==> src/sv/qft_pkg.sv <==
`timescale 1ns / 1ps
// ----------------------------------------------------------------------------
// qft_pkg: shared types and constants of the quadrature frequency tuner
// Register indexes, mode and op codes, rotation codes, reset values and the
// control structs that pass between the tuner modules.
// ----------------------------------------------------------------------------
package qft_pkg;

  // Stream word widths
  localparam int S_TDATA_W = 40;
  localparam int S_TUSER_W = 1;
  localparam int M_TDATA_W = 72;
  localparam int CFG_IDX_W = 3;
  localparam int CFG_DATA_W = 32;

  localparam int LIMIT_W = 32;
  localparam int STEP_W = 32;
  localparam int RELAX_W = 16;
  localparam int LPRESS_W = 24;

  // Configuration register indexes
  typedef enum logic [CFG_IDX_W-1:0] {
    CFG_MODE        = 3'd0,
    CFG_TABLE       = 3'd1,
    CFG_LOW_LIMIT   = 3'd2,
    CFG_HIGH_LIMIT  = 3'd3,
    CFG_MIN_STEP    = 3'd4,
    CFG_MAX_STEP    = 3'd5,
    CFG_RELAX       = 3'd6,
    CFG_LONG_PRESS  = 3'd7
  } cfg_index_t;

  // Operating modes
  localparam logic [1:0] MODE_OFF    = 2'd0;
  localparam logic [1:0] MODE_REPORT = 2'd1;
  localparam logic [1:0] MODE_TUNE   = 2'd2;

  // Input ops
  localparam logic OP_TICK = 1'b0;
  localparam logic OP_LOAD = 1'b1;

  // Transition table codes and output direction codes
  localparam logic [1:0] ROT_PLUS  = 2'd1;
  localparam logic [1:0] ROT_MINUS = 2'd3;
  localparam logic [1:0] DIR_NONE  = 2'b00;
  localparam logic [1:0] DIR_UP    = 2'b01;
  localparam logic [1:0] DIR_DOWN  = 2'b11;

  // Register reset values
  localparam logic [1:0]          RST_MODE       = MODE_OFF;
  localparam logic [31:0]         RST_TABLE      = 32'd28;
  localparam logic [LIMIT_W-1:0]  RST_LOW_LIMIT  = 32'd0;
  localparam logic [LIMIT_W-1:0]  RST_HIGH_LIMIT = 32'hFFFF_FFFF;
  localparam logic [STEP_W-1:0]   RST_MIN_STEP   = 32'd1;
  localparam logic [STEP_W-1:0]   RST_MAX_STEP   = 32'd10_000_000;
  localparam logic [RELAX_W-1:0]  RST_RELAX      = 16'd100;
  localparam logic [LPRESS_W-1:0] RST_LONG_PRESS = 24'd10_000;
  localparam logic [STEP_W-1:0]   RST_STEP       = 32'd1;

  typedef struct packed {
    logic press;
    logic long_press;
  } btn_evt_t;

  typedef struct packed {
    logic load;
    logic tune;
    logic press;
    logic dir_up;
    logic dir_dn;
  } tune_ctl_t;

  typedef struct packed {
    logic [LIMIT_W-1:0] low_limit;
    logic [LIMIT_W-1:0] high_limit;
    logic [STEP_W-1:0]  min_step;
    logic [STEP_W-1:0]  max_step;
  } tune_cfg_t;

endpackage

==> src/sv/quadrature_frequency_tuner_unit.sv <==
`timescale 1ns / 1ps
// ----------------------------------------------------------------------------
// quadrature_frequency_tuner_unit: rotary encoder frequency tuner
// Decodes encoder A/B steps and knob presses into a clamped frequency and a
// decade step size, with pending flags for a downstream consumer.
// ----------------------------------------------------------------------------
// One word goes in per clock while the output is not held, and one result
// word comes out per input word. Each word passes an input register and a
// result register. The state update for a word (decode, debounce, step and
// frequency add/clamp) happens in the same cycle in which it moves from the
// input register to the result register. Input words are accepted while a
// result waits as long as the input register is empty or can move on.
// Configuration writes are meant for idle periods only.
// ----------------------------------------------------------------------------
module quadrature_frequency_tuner_unit #(
  parameter int FREQ_BITS = 32,
  parameter int HOLD_BITS = 24
) (
  input  logic                            clk,
  input  logic                            rst,
  input  logic                            cfg_we,
  input  logic [qft_pkg::CFG_IDX_W-1:0]   cfg_index,
  input  logic [qft_pkg::CFG_DATA_W-1:0]  cfg_data,
  input  logic                            s_tvalid,
  output logic                            s_tready,
  // enc_ab[1:0], button_level[2], clear_pending[3], load_value[35:4], zero pad
  input  logic [qft_pkg::S_TDATA_W-1:0]   s_tdata,
  // op[0]
  input  logic [qft_pkg::S_TUSER_W-1:0]   s_tuser,
  output logic                            m_tvalid,
  input  logic                            m_tready,
  // direction[1:0], press_event[2], long_press_event[3], skipped[4],
  // frequency[36:5], step_size[68:37], pending[70:69], zero pad
  output logic [qft_pkg::M_TDATA_W-1:0]   m_tdata
);
  import qft_pkg::*;

  // configuration registers
  logic [1:0]          mode;
  logic [31:0]         transition_table;
  tune_cfg_t           tcfg;
  logic [RELAX_W-1:0]  relax_ticks;
  logic [LPRESS_W-1:0] long_press_ticks;

  always_ff @(posedge clk) begin
    if (rst) begin
      mode             <= RST_MODE;
      transition_table <= RST_TABLE;
      tcfg.low_limit   <= RST_LOW_LIMIT;
      tcfg.high_limit  <= RST_HIGH_LIMIT;
      tcfg.min_step    <= RST_MIN_STEP;
      tcfg.max_step    <= RST_MAX_STEP;
      relax_ticks      <= RST_RELAX;
      long_press_ticks <= RST_LONG_PRESS;
    end else if (cfg_we) begin
      unique case (cfg_index)
        CFG_MODE:       mode             <= cfg_data[1:0];
        CFG_TABLE:      transition_table <= cfg_data;
        CFG_LOW_LIMIT:  tcfg.low_limit   <= cfg_data;
        CFG_HIGH_LIMIT: tcfg.high_limit  <= cfg_data;
        CFG_MIN_STEP:   tcfg.min_step    <= cfg_data;
        CFG_MAX_STEP:   tcfg.max_step    <= cfg_data;
        CFG_RELAX:      relax_ticks      <= cfg_data[RELAX_W-1:0];
        CFG_LONG_PRESS: long_press_ticks <= cfg_data[LPRESS_W-1:0];
        default: ;
      endcase
    end
  end

  // input register
  logic        in_valid;
  logic        in_op;
  logic [1:0]  in_ab;
  logic        in_level;
  logic        in_clr;
  logic [31:0] in_load;
  logic        advance;

  assign advance  = in_valid && (!m_tvalid || m_tready);
  assign s_tready = !in_valid || advance;

  always_ff @(posedge clk) begin
    if (rst) begin
      in_valid <= 1'b0;
    end else if (s_tready) begin
      in_valid <= s_tvalid;
    end
  end

  always_ff @(posedge clk) begin
    if (s_tvalid && s_tready) begin
      in_op    <= s_tuser[0];
      in_ab    <= s_tdata[1:0];
      in_level <= s_tdata[2];
      in_clr   <= s_tdata[3];
      in_load  <= s_tdata[35:4];
    end
  end

  // tick judgement
  logic [1:0] prev_ab;
  logic [1:0] pending_bits, pend_clr, pending_next;
  logic       is_tick, skip, active, tuning;
  logic [1:0] rot_code;
  logic       dir_up, dir_dn;
  logic [1:0] dir_code;

  assign is_tick  = advance && (in_op == OP_TICK);
  assign pend_clr = in_clr ? 2'b00 : pending_bits;
  assign skip     = is_tick && (pend_clr != 2'b00);
  assign active   = is_tick && !skip && (mode == MODE_REPORT || mode == MODE_TUNE);
  assign tuning   = is_tick && !skip && (mode == MODE_TUNE);

  assign rot_code = transition_table[{prev_ab, in_ab, 1'b0} +: 2];
  assign dir_up   = active && (rot_code == ROT_PLUS);
  assign dir_dn   = active && (rot_code == ROT_MINUS);
  assign dir_code = dir_up ? DIR_UP : (dir_dn ? DIR_DOWN : DIR_NONE);

  btn_evt_t btn_evt;

  qft_button #(
    .HOLD_BITS(HOLD_BITS)
  ) u_button (
    .clk              (clk),
    .rst              (rst),
    .en               (active),
    .level            (in_level),
    .relax_ticks      (relax_ticks),
    .long_press_ticks (long_press_ticks),
    .evt              (btn_evt)
  );

  tune_ctl_t        tctl;
  logic             step_changed;
  logic [STEP_W-1:0]  step_next;
  logic [LIMIT_W-1:0] freq_out_next;

  assign tctl.load   = advance && (in_op == OP_LOAD);
  assign tctl.tune   = tuning;
  assign tctl.press  = btn_evt.press;
  assign tctl.dir_up = dir_up;
  assign tctl.dir_dn = dir_dn;

  qft_tune #(
    .FREQ_BITS(FREQ_BITS)
  ) u_tune (
    .clk           (clk),
    .rst           (rst),
    .ctl           (tctl),
    .cfg           (tcfg),
    .load_value    (in_load),
    .step_changed  (step_changed),
    .step_next     (step_next),
    .freq_out_next (freq_out_next)
  );

  always_comb begin
    pending_next = pending_bits;
    if (is_tick) begin
      pending_next = pend_clr;
      if (tuning && step_changed)      pending_next[0] = 1'b1;
      if (tuning && (dir_up || dir_dn)) pending_next[1] = 1'b1;
    end
  end

  always_ff @(posedge clk) begin
    if (rst) begin
      prev_ab      <= '0;
      pending_bits <= '0;
    end else begin
      if (active) prev_ab <= in_ab;
      pending_bits <= pending_next;
    end
  end

  // result register
  logic [1:0]         out_dir;
  logic               out_press, out_long, out_skip;
  logic [LIMIT_W-1:0] out_freq;
  logic [STEP_W-1:0]  out_step;
  logic [1:0]         out_pending;

  always_ff @(posedge clk) begin
    if (rst) begin
      m_tvalid <= 1'b0;
    end else if (advance) begin
      m_tvalid <= 1'b1;
    end else if (m_tready) begin
      m_tvalid <= 1'b0;
    end
  end

  always_ff @(posedge clk) begin
    if (advance) begin
      out_dir     <= dir_code;
      out_press   <= btn_evt.press;
      out_long    <= btn_evt.long_press;
      out_skip    <= skip;
      out_freq    <= freq_out_next;
      out_step    <= step_next;
      out_pending <= pending_next;
    end
  end

  assign m_tdata = {1'b0, out_pending, out_step, out_freq, out_skip, out_long,
                    out_press, out_dir};

  // a skipped tick reports no activity
  a_skip_quiet: assert property (@(posedge clk) disable iff (rst)
    m_tvalid && out_skip |-> out_dir == DIR_NONE && !out_press && !out_long)
    else $error("skipped tick reported activity");

  // a tick is only skipped while an update is still pending
  a_skip_pending: assert property (@(posedge clk) disable iff (rst)
    m_tvalid && out_skip |-> out_pending != 2'b00)
    else $error("skipped tick with no pending bits");

  // a load leaves the pending bits alone
  a_load_pending: assert property (@(posedge clk) disable iff (rst)
    advance && in_op == OP_LOAD |=> pending_bits == $past(pending_bits))
    else $error("load op changed pending bits");

  // input stalls only when both registers are full and the output is held
  a_stall_cause: assert property (@(posedge clk) disable iff (rst)
    !s_tready |-> in_valid && m_tvalid && !m_tready)
    else $error("input stalled without a full pipeline");

endmodule

==> src/sv/qft_button.sv <==
`timescale 1ns / 1ps
// ----------------------------------------------------------------------------
// qft_button: knob button debounce and long press detect
// Relaxation counter blocks new presses until the button has been released
// long enough; a hold counter fires a long press event past its limit.
// ----------------------------------------------------------------------------
module qft_button #(
  parameter int HOLD_BITS = 24
) (
  input  logic                          clk,
  input  logic                          rst,
  input  logic                          en,
  input  logic                          level,
  input  logic [qft_pkg::RELAX_W-1:0]   relax_ticks,
  input  logic [qft_pkg::LPRESS_W-1:0]  long_press_ticks,
  output qft_pkg::btn_evt_t             evt
);
  import qft_pkg::*;

  localparam int HW = (HOLD_BITS > LPRESS_W) ? HOLD_BITS : LPRESS_W;

  logic [RELAX_W-1:0]   relax_count, relax_count_next;
  logic [HOLD_BITS-1:0] hold_count, hold_count_next;
  logic [HW-1:0]        hold_ext, lpt_ext;

  assign hold_ext = HW'(hold_count);
  assign lpt_ext  = HW'(long_press_ticks);

  always_comb begin
    relax_count_next = relax_count;
    hold_count_next  = hold_count;
    evt              = '0;
    if (en) begin
      if (!level && relax_count == '0) begin
        // qualified press: hold counter stays put this tick
        relax_count_next = relax_ticks;
        evt.press        = 1'b1;
      end else if (level) begin
        if (relax_count != '0) begin
          relax_count_next = relax_count - RELAX_W'(1);
        end
        hold_count_next = '0;
      end else begin
        if (hold_count != '1) begin
          hold_count_next = hold_count + HOLD_BITS'(1);
        end
        if (hold_ext > lpt_ext) begin
          evt.long_press  = 1'b1;
          hold_count_next = '0;
        end
      end
    end
  end

  always_ff @(posedge clk) begin
    if (rst) begin
      relax_count <= '0;
      hold_count  <= '0;
    end else begin
      relax_count <= relax_count_next;
      hold_count  <= hold_count_next;
    end
  end

endmodule

==> src/sv/qft_tune.sv <==
`timescale 1ns / 1ps
// ----------------------------------------------------------------------------
// qft_tune: step and frequency update
// Multiplies the step by ten on a press (wrapping to the minimum), steps the
// frequency up or down with clamping to the limits, and loads a new value.
// ----------------------------------------------------------------------------
module qft_tune #(
  parameter int FREQ_BITS = 32
) (
  input  logic                         clk,
  input  logic                         rst,
  input  qft_pkg::tune_ctl_t           ctl,
  input  qft_pkg::tune_cfg_t           cfg,
  input  logic [qft_pkg::LIMIT_W-1:0]  load_value,
  output logic                         step_changed,
  output logic [qft_pkg::STEP_W-1:0]   step_next,
  output logic [qft_pkg::LIMIT_W-1:0]  freq_out_next
);
  import qft_pkg::*;

  // sum width: one carry bit above the wider of frequency and limits
  localparam int SW = ((FREQ_BITS > LIMIT_W) ? FREQ_BITS : LIMIT_W) + 1;

  logic [STEP_W-1:0]    step_reg;
  logic [FREQ_BITS-1:0] freq_reg, freq_next;
  logic [STEP_W+3:0]    step_x10;
  logic [SW-1:0]        f_ext, s_ext, lo_ext, hi_ext, sum, rot, clamped, nx_ext;

  assign step_x10 = ({4'b0, step_reg} << 3) + ({4'b0, step_reg} << 1);

  always_comb begin
    step_next = step_reg;
    if (ctl.tune && ctl.press) begin
      if (step_x10 > {4'b0, cfg.max_step}) begin
        step_next = cfg.min_step;
      end else begin
        step_next = step_x10[STEP_W-1:0];
      end
    end
  end

  assign step_changed = (step_next != step_reg);

  assign f_ext  = SW'(freq_reg);
  assign s_ext  = SW'(step_next);
  assign lo_ext = SW'(cfg.low_limit);
  assign hi_ext = SW'(cfg.high_limit);
  assign sum    = f_ext + s_ext;

  always_comb begin
    if (ctl.dir_up) begin
      // anything past the frequency width goes to the high limit
      if ((sum >> FREQ_BITS) != '0) rot = hi_ext;
      else                          rot = sum;
    end else begin
      if (s_ext > f_ext) rot = lo_ext;
      else               rot = f_ext - s_ext;
    end
    clamped = rot;
    if (clamped < lo_ext) clamped = lo_ext;
    if (clamped > hi_ext) clamped = hi_ext;
  end

  always_comb begin
    freq_next = freq_reg;
    if (ctl.load) begin
      freq_next = FREQ_BITS'(SW'(load_value));
    end else if (ctl.tune && (ctl.dir_up || ctl.dir_dn)) begin
      freq_next = clamped[FREQ_BITS-1:0];
    end
  end

  assign nx_ext        = SW'(freq_next);
  assign freq_out_next = nx_ext[LIMIT_W-1:0];

  always_ff @(posedge clk) begin
    if (rst) begin
      step_reg <= RST_STEP;
      freq_reg <= '0;
    end else begin
      step_reg <= step_next;
      freq_reg <= freq_next;
    end
  end

endmodule

==> config.mk <==
export PLATFORM = sky130hd
export DESIGN_NAME = quadrature_frequency_tuner_unit
export DESIGN_NICKNAME = d
export VERILOG_FILES = /design/src/sv/qft_pkg.sv /design/src/sv/quadrature_frequency_tuner_unit.sv /design/src/sv/qft_button.sv /design/src/sv/qft_tune.sv
export SDC_FILE = /design/constraint.sdc
export NUM_CORES = 1
export LEC_CHECK = 0
export BUFFER_PORTS_ARGS = -buffer_cell sky130_fd_sc_hd__buf_2
export CAP_MARGIN = 20
export CORE_MARGIN = 1.5
export CORE_UTILIZATION = 43
export CTS_CLUSTER_SIZE = 40
export DETAILED_ROUTE_END_ITERATION = 12
export GPL_TIMING_DRIVEN = 0
export PLACE_DENSITY = 0.69
export SYNTH_ARGS = -nofsm -noshare
export SYNTH_HDL_FRONTEND = slang
export SYNTH_SLANG_ARGS = --single-unit
==> constraint.sdc <==
create_clock -name clk -period 14.2 [get_ports clk]
set_input_delay 2.13 -clock clk [delete_from_list [all_inputs] [get_ports clk]]
set_output_delay 2.13 -clock clk [all_outputs]
set_load 0.01 [all_outputs]
==> results of run 1 <==
cells by family after synthesis:
| group | count (synthesis) | share of synthesized area (%) |
|---|---|---|
| AND/OR/NAND/NOR | 1170 | 19.0 |
| XOR/XNOR | 116 | 3.77 |
| AO/OA/AOI/OAI | 979 | 22.9 |
| buffers and inverters | 439 | 6.43 |
| adder cells (fa/ha/maj) | 223 | 10.4 |
| multiplexers | 46 | 2.20 |
| other | 1 | 0.0139 |
| flip-flops | 420 | 35.2 |
stage by stage:
step           total power [W]  hold WS, ps
2_1_floorplan          0.00186          431
3_3_place_gp           0.00216          439
3_5_place_dp           0.00216          449
4_1_cts                0.00341          457
5_1_grt                0.00366          471
6_report               0.00354          456
metal layers:
metal	vias to the layer above	GRT usage, %	wire length [um]
li1	12500	-	-
met1	12700	47.0	46100
met2	1596	48.1	44500
met3	284	7.36	13100
met4	2	15.7	6000
met5	-	0	13
layout make-up:
type | count | area [um^2]
fillers | 5944 | 30100
multi-input cells | 2535 | 16500
flip-flops and latches | 420 | 9500
repair buffers | 214 | 1340
clock buffers | 60 | 1260
well taps | 837 | 1050
inverters | 257 | 970
plain buffers | 179 | 930
clock inverters | 25 | 221
diodes | 2 | 5.00
power groups by stage:
stage / Clock (W) / Combinational, W / Sequential [W]
finish: 0.00121 / 0.00104 / 0.00129
global route: 0.00126 / 0.00110 / 0.00129
CTS: 0.00122 / 0.000909 / 0.00129
detailed placement: 0 / 0.000844 / 0.00131
global placement: 0 / 0.000842 / 0.00132
floorplan: 0 / 0.000552 / 0.00131
worst register-to-register path: cells and delay by family (launching register included):
kind / cells / cell delay (ps)
AND/OR/NAND/NOR: 9 / 1380
XOR/XNOR: 1 / 380
adder cells (fa/ha/maj): 6 / 1690
buffers and inverters: 13 / 2100
multiplexers: 1 / 360
flip-flops: 1 / 410
AO/OA/AOI/OAI: 37 / 7250
path summary, 6_finish.rpt:
path | depth (start not counted) | from | to
setup / recovery | 67 | u_tune.step_reg[0]$_SDFF_PP1_ | out_freq[30]$_DFFE_PP_
hold / removal | 2 | tcfg[22]$_SDFFE_PP0P_ | tcfg[22]$_SDFFE_PP0P_
setup reg to reg | 67 | u_tune.step_reg[0]$_SDFF_PP1_ | out_freq[30]$_DFFE_PP_
hold reg to reg | 2 | tcfg[22]$_SDFFE_PP0P_ | tcfg[22]$_SDFFE_PP0P_
cell usage after synthesis (all sizes together), types with 6 or more instances:
cell type / n / area (um^2)
and2: 23 / 146
edfxtp: 108 / 3240
nor2: 273 / 1030
nand4: 48 / 300
o31a: 7 / 61.3
mux4: 10 / 225
a21oi: 394 / 1980
and3: 24 / 150
nor3: 73 / 365
a31o: 6 / 52.6
o22ai: 15 / 93.8
nor2b: 25 / 156
clkbuf: 132 / 498
ha: 220 / 2750
or4: 6 / 48.8
a221oi: 12 / 111
o2111ai: 8 / 70.1
a21boi: 6 / 45.1
o21ai: 167 / 840
a21o: 71 / 534
a2111oi: 6 / 53.8
buf: 50 / 269
o31ai: 23 / 191
xnor2: 84 / 736
o21a: 27 / 203
a31oi: 30 / 188
a22oi: 11 / 82.6
o21bai: 15 / 113
or3: 11 / 68.8
xor2: 32 / 280
dfxtp: 312 / 6250
a211oi: 41 / 328
nand2: 547 / 2060
or2: 6 / 37.5
mux2i: 31 / 310
o221ai: 11 / 103
nand2b: 29 / 181
nor4: 19 / 125
nand3: 79 / 395
o211ai: 70 / 531
inv: 254 / 953
cell usage in the layout, fill, tap and decap left out, types with 80 or more instances in the layout:
cell type	Yosys	routed
inv_1	250	243
buf_2	29	157
nor2_1	272	268
edfxtp_1	108	108
ha_1	220	212
a21oi_1	391	355
clkbuf_1	130	130
dfxtp_1	312	306
xnor2_1	84	80
nand2_1	545	542
o21ai_0	142	127
timing repair:
action / in CTS / in global routing
hold buffers: 0 / 0
buffers inserted: 26 / 38
pin swaps: 23 / 41
endpoints found under the setup margin: 64 / 64
gates cloned: 1 / 1
gates resized for setup: 142 / 97
==> flow_summary.ini, run 1 <==
[yosys]
async_reset_ff_share_pct = 0
netlist_area_um2 = 26900
netlist_instances = 3394
ys_ff_latch = 420
syn_area_per_cell_um2 = 7.94
synth_fp_nets = 3698
synth_cell_types = 94
synth_top_flop_cell = dfxtp_1
seq_area_frac_synth_pct = 35.2
ys_warn_count = 0
synth-edff-count = 108

[timing]
maxSlewViolCount = 0
fin_crit_ps = 13800
worstMarginPinSlew_ps = 1160
relSlewSlack_pct = 22.4
report.final.hold_viol_count = 0
tns_ps = 0
skew_ps = 23.9
setup_viol = 0
fin_ws_ps = 402
post-route-period-util_pct = 97.2
fmax_ghz = 0.0725

[clock_network]
path_clk_slew_ps = 60
cts_buffers = 46
clock_sinks = 420
cts_root_buffer = clkbuf_16
clk_latency_ps = 620
htree_levels = 2
clock_path_buffers = 3
cts_tree = done

[placement]
hpwl_um = 83800
port_buffers = 144
placedInstanceArea_um2 = 28800
gp_congestion = 1.04
dpl_worst_slack_ps = -4130
post-place-cells = 4379

[setup_path]
crit_arrival_ps = 14160
reg2reg_slack_ps = 400
cp.required_ps = 14560
cp-end-kind = flip-flop
crit_fanout = 10
slowest_stage = dfxtp_4
setup.worst_path.class = flip-flop to flip-flop
max_stage_delay_ps = 410
critPathBufInv = 13
cpLargestDelayFamily = compound AO/OA/AOI/OAI gates
startpoint_type = flip-flop

[floorplan]
ios = 155
core-area_um2 = 61800
rows = 91
die_w_um = 253
start_util_pct = 43.6
die_h_um = 253
die_area_um2 = 64100

[pwr]
power.density_nw_per_um2 = 112
clkPwrFrac_pct = 34.3
sw_frac_of_total_pct = 34.4
seqPwrFrac_pct = 36.4
intPower_w = 0.00232
ir_drop_mv = 0.0989
comb_power_share_pct = 29.3
p_switching_w = 0.00122
p_leak_nw = 13.1

[global_route]
grt_overflow = 0
grt_pass1_wl_um = 159000
grt_pass1_vias = 24400
antenna_found_initial = 2
grtUsageTotal_pct = 33.4
grt_max_degree = 62

[cells_and_area]
final_core_util_pct = 51.4
fin_cells = 4529
regMostFlops = tcfg
final_cell_area_um2 = 31800
largest_reg_flops = 128
syn_to_final_growth_pct = 18.0
nets = 3957
drive_above_1_share_pct = 14.0

[route]
routed_wl_um = 110000
drt_iter0_drc = 3642
detailroute.via_count = 27100
vias_per_cell = 5.99
first_pass_iters = 9
wl_per_cell_um = 24.2
drc = 0
ant_nets = 0

[run_status]
status = complete, no violations

[flow_run]
drv_cap = 0

[min_path]
min_path_type = flip-flop to flip-flop
Power figures use the tool's default switching activity.
==> run 2, diff against run 1 <==
Settings changed: SYNTH_HIERARCHICAL set to 1.
==> run 2 against run 1 <==
Compared with the run above:
- cell count grew 0.86%
- critical path depth shrank 3
- non-clock buffer count is 11 higher
- area after synthesis rose by 2.0%
- global-route usage is 1.8 points lower
- synthesized cell count rose by 1.1%
- core utilization rose by 1.1 points
- sequential share of layout area down 1.1 points
- count of clock-buffer cells in the layout up 3
- register-to-register slack lost 150 ps
- fmax shrank 1.1%
- clock skew is 6.7 ps higher
- critical path type unchanged
==> flow_summary.ini, run 2 <==
[timing]
relSlewSlack_pct = 37.3
report.final.hold_viol_count = 0
skew_ps = 30.6
setup_viol = 0
fmax_ghz = 0.0717
post-route-period-util_pct = 98.3
worstMarginPinSlew_ps = 941
tns_ps = 0
fin_crit_ps = 13950
hold_slack_ps = 455
maxSlewViolCount = 0

[yosys]
synth_fp_nets = 3737
synth_top_flop_cell = dfxtp_1
seq_area_frac_synth_pct = 34.5
synthMuxAreaShare_pct = 2.98
netlist_instances = 3433
syn_area_per_cell_um2 = 8.00
synth_top_area_share_pct = 22.7
synth_top_family_by_area = simple AND/OR/NAND/NOR gates
synth_xor_xnor_area_share_pct = 2.97
synth-compound-area-share_pct = 21.2
netlist_top_cells_area = dfxtp_1 (23%), edfxtp_1 (12%), ha_1 (10%)
synth_cell_types = 96
synthTopCellsByCount = nand2_1 (588), a21oi_1 (376), dfxtp_1 (312)
async_reset_ff_share_pct = 0
synth-edff-count = 108
ys_ff_latch = 420
synth_fa_ha_area_share_pct = 10.2
synth_area_leader_cell = dfxtp_1
ys_warn_count = 6
netlist_area_um2 = 27500
yosysMostFrequentCell = nand2_1
synth-simple-area-share_pct = 21.8

[setup_path]
crit_top_cell = buf_4
crit_arrival_ps = 14420
cpLargestDelayFamily = compound AO/OA/AOI/OAI gates
slowest_stage = or4b_2
critPathBufInv = 11
setup.worst_path.class = flip-flop to flip-flop
cp-end-kind = flip-flop
max_stage_delay_ps = 670
startpoint_type = flip-flop
cp.required_ps = 14670
crit_fanout = 10

[clock_network]
path_clk_slew_ps = 60
clk_latency_ps = 630
htree_levels = 2
cts_tree = done
clock_sinks = 420
clock_path_buffers = 3
cts_root_buffer = clkbuf_16
cts_buffers = 46

[floorplan]
core-area_um2 = 63100
rows = 92
die_area_um2 = 65400
die_h_um = 256
ios = 155
start_util_pct = 43.5
die_w_um = 256

[global_route]
grt_max_degree = 35
grt_overflow = 0
grtUsageTotal_pct = 31.6
grt_pass1_vias = 25400
antenna_found_initial = 1
grt_pass1_wl_um = 159000

[cells_and_area]
final_common_cell = nand2_1
final_cell_area_um2 = 33100
final_core_util_pct = 52.5
regMostFlops = tcfg
drive_above_1_share_pct = 16.0
fill_cells = 6118
layout_common_cells = nand2_1 (587), a21oi_1 (325), dfxtp_1 (295)
largest_reg_flops = 128
n_antenna_cell = 0
fin_cells = 4568
syn_to_final_growth_pct = 20.6
nets = 3989

[placement]
gp_congestion = 1.08
port_buffers = 145
post-place-cells = 4427
placedInstanceArea_um2 = 29300
hpwl_um = 82500

[pwr]
p_leak_nw = 13.6
comb_power_share_pct = 28.6
seqPwrFrac_pct = 35.2
intPower_w = 0.00244
ir_drop_mv = 0.121
sw_frac_of_total_pct = 33.5
power.density_nw_per_um2 = 111
clkPwrFrac_pct = 36.2
p_switching_w = 0.00123

[route]
first_pass_iters = 6
vias_per_cell = 6.11
drt_iter0_drc = 3277
routed_wl_um = 109000
drc = 0
detailroute.via_count = 27900
ant_nets = 0
wl_per_cell_um = 23.8

[flow_run]
drv_cap = 0

[run_status]
status = complete, no violations

[min_path]
min_path_type = flip-flop to flip-flop
==> run 2: what timing repair did <==
item	4_1_cts	5_1_grt
pin swaps	32	63
gates resized for setup	205	146
gates cloned	0	0
hold buffers	0	0
setup endpoints to repair	64	64
setup buffers	40	31
==> run 2: kinds of logic after synthesis <==
group | Yosys count
and+or+nand+nor | 1274
AOI/OAI and AO/OA | 913
buffers and inverters | 436
DFF | 420
adders and majority gates | 223
xor gates and xnor gates | 93
muxes | 73
other | 1
==> run 2: worst min-delay path: stages, from the launching register on <==
cell and delay [ps]:
dfxtp_1 310, nand2_1 50, a21oi_1 50
==> run 2: final cells by class <==
type	instances	area, um^2	share of cell area, %
Buffer	184	936	2.83
Clock buffer	63	1330	4.01
Clock inverter	22	368	1.11
Inverter	236	886	2.67
Multi-Input combinational cell	2577	17700	53.3
Sequential cell	420	9540	28.8
Tap cell	846	1060	3.20
Timing Repair Buffer	220	1340	4.06
==> run 2: per-stage QoR <==
stage / setup WS (ps) / power, W
after floorplan: 1200 / 0.00186
after global placement: -4300 / 0.00218
after detailed placement: -4260 / 0.00218
after CTS: 7.78 / 0.00360
after global routing: -43.2 / 0.00377
final: 247 / 0.00366
==> run 2: worst paths after layout <==
check | startpoint | to | slack (ps) | depth (start not counted)
worst max-delay path | u_tune/step_reg[11]$_SDFF_PP0_ | out_freq[23]$_DFFE_PN_ | 250 | 64
worst min-delay path | tcfg[14]$_SDFFE_PP0P_ | tcfg[14]$_SDFFE_PP0P_ | 450 | 2
worst max register to register | u_tune/step_reg[11]$_SDFF_PP0_ | out_freq[23]$_DFFE_PN_ | 250 | 64
worst min register to register | tcfg[14]$_SDFFE_PP0P_ | tcfg[14]$_SDFFE_PP0P_ | 450 | 2
==> run 2: power groups by stage <==
| stage | clock network, W | logic [W] | registers [W] |
|---|---|---|---|
| after floorplan | 0 | 0.000554 | 0.00131 |
| after global placement | 0 | 0.000859 | 0.00132 |
| after detailed placement | 0 | 0.000860 | 0.00132 |
| after CTS | 0.00134 | 0.000970 | 0.00129 |
| after global routing | 0.00138 | 0.00110 | 0.00129 |
| final | 0.00132 | 0.00105 | 0.00129 |
==> run 2: layer usage <==
layer / up-vias / wire (um) / track usage [%]
li1: 12700 / - / -
met1: 13300 / 45500 / 43.5
met2: 1565 / 45000 / 45.8
met3: 321 / 11400 / 7.17
met4: 2 / 6640 / 16.8
met5: - / 20 / 0
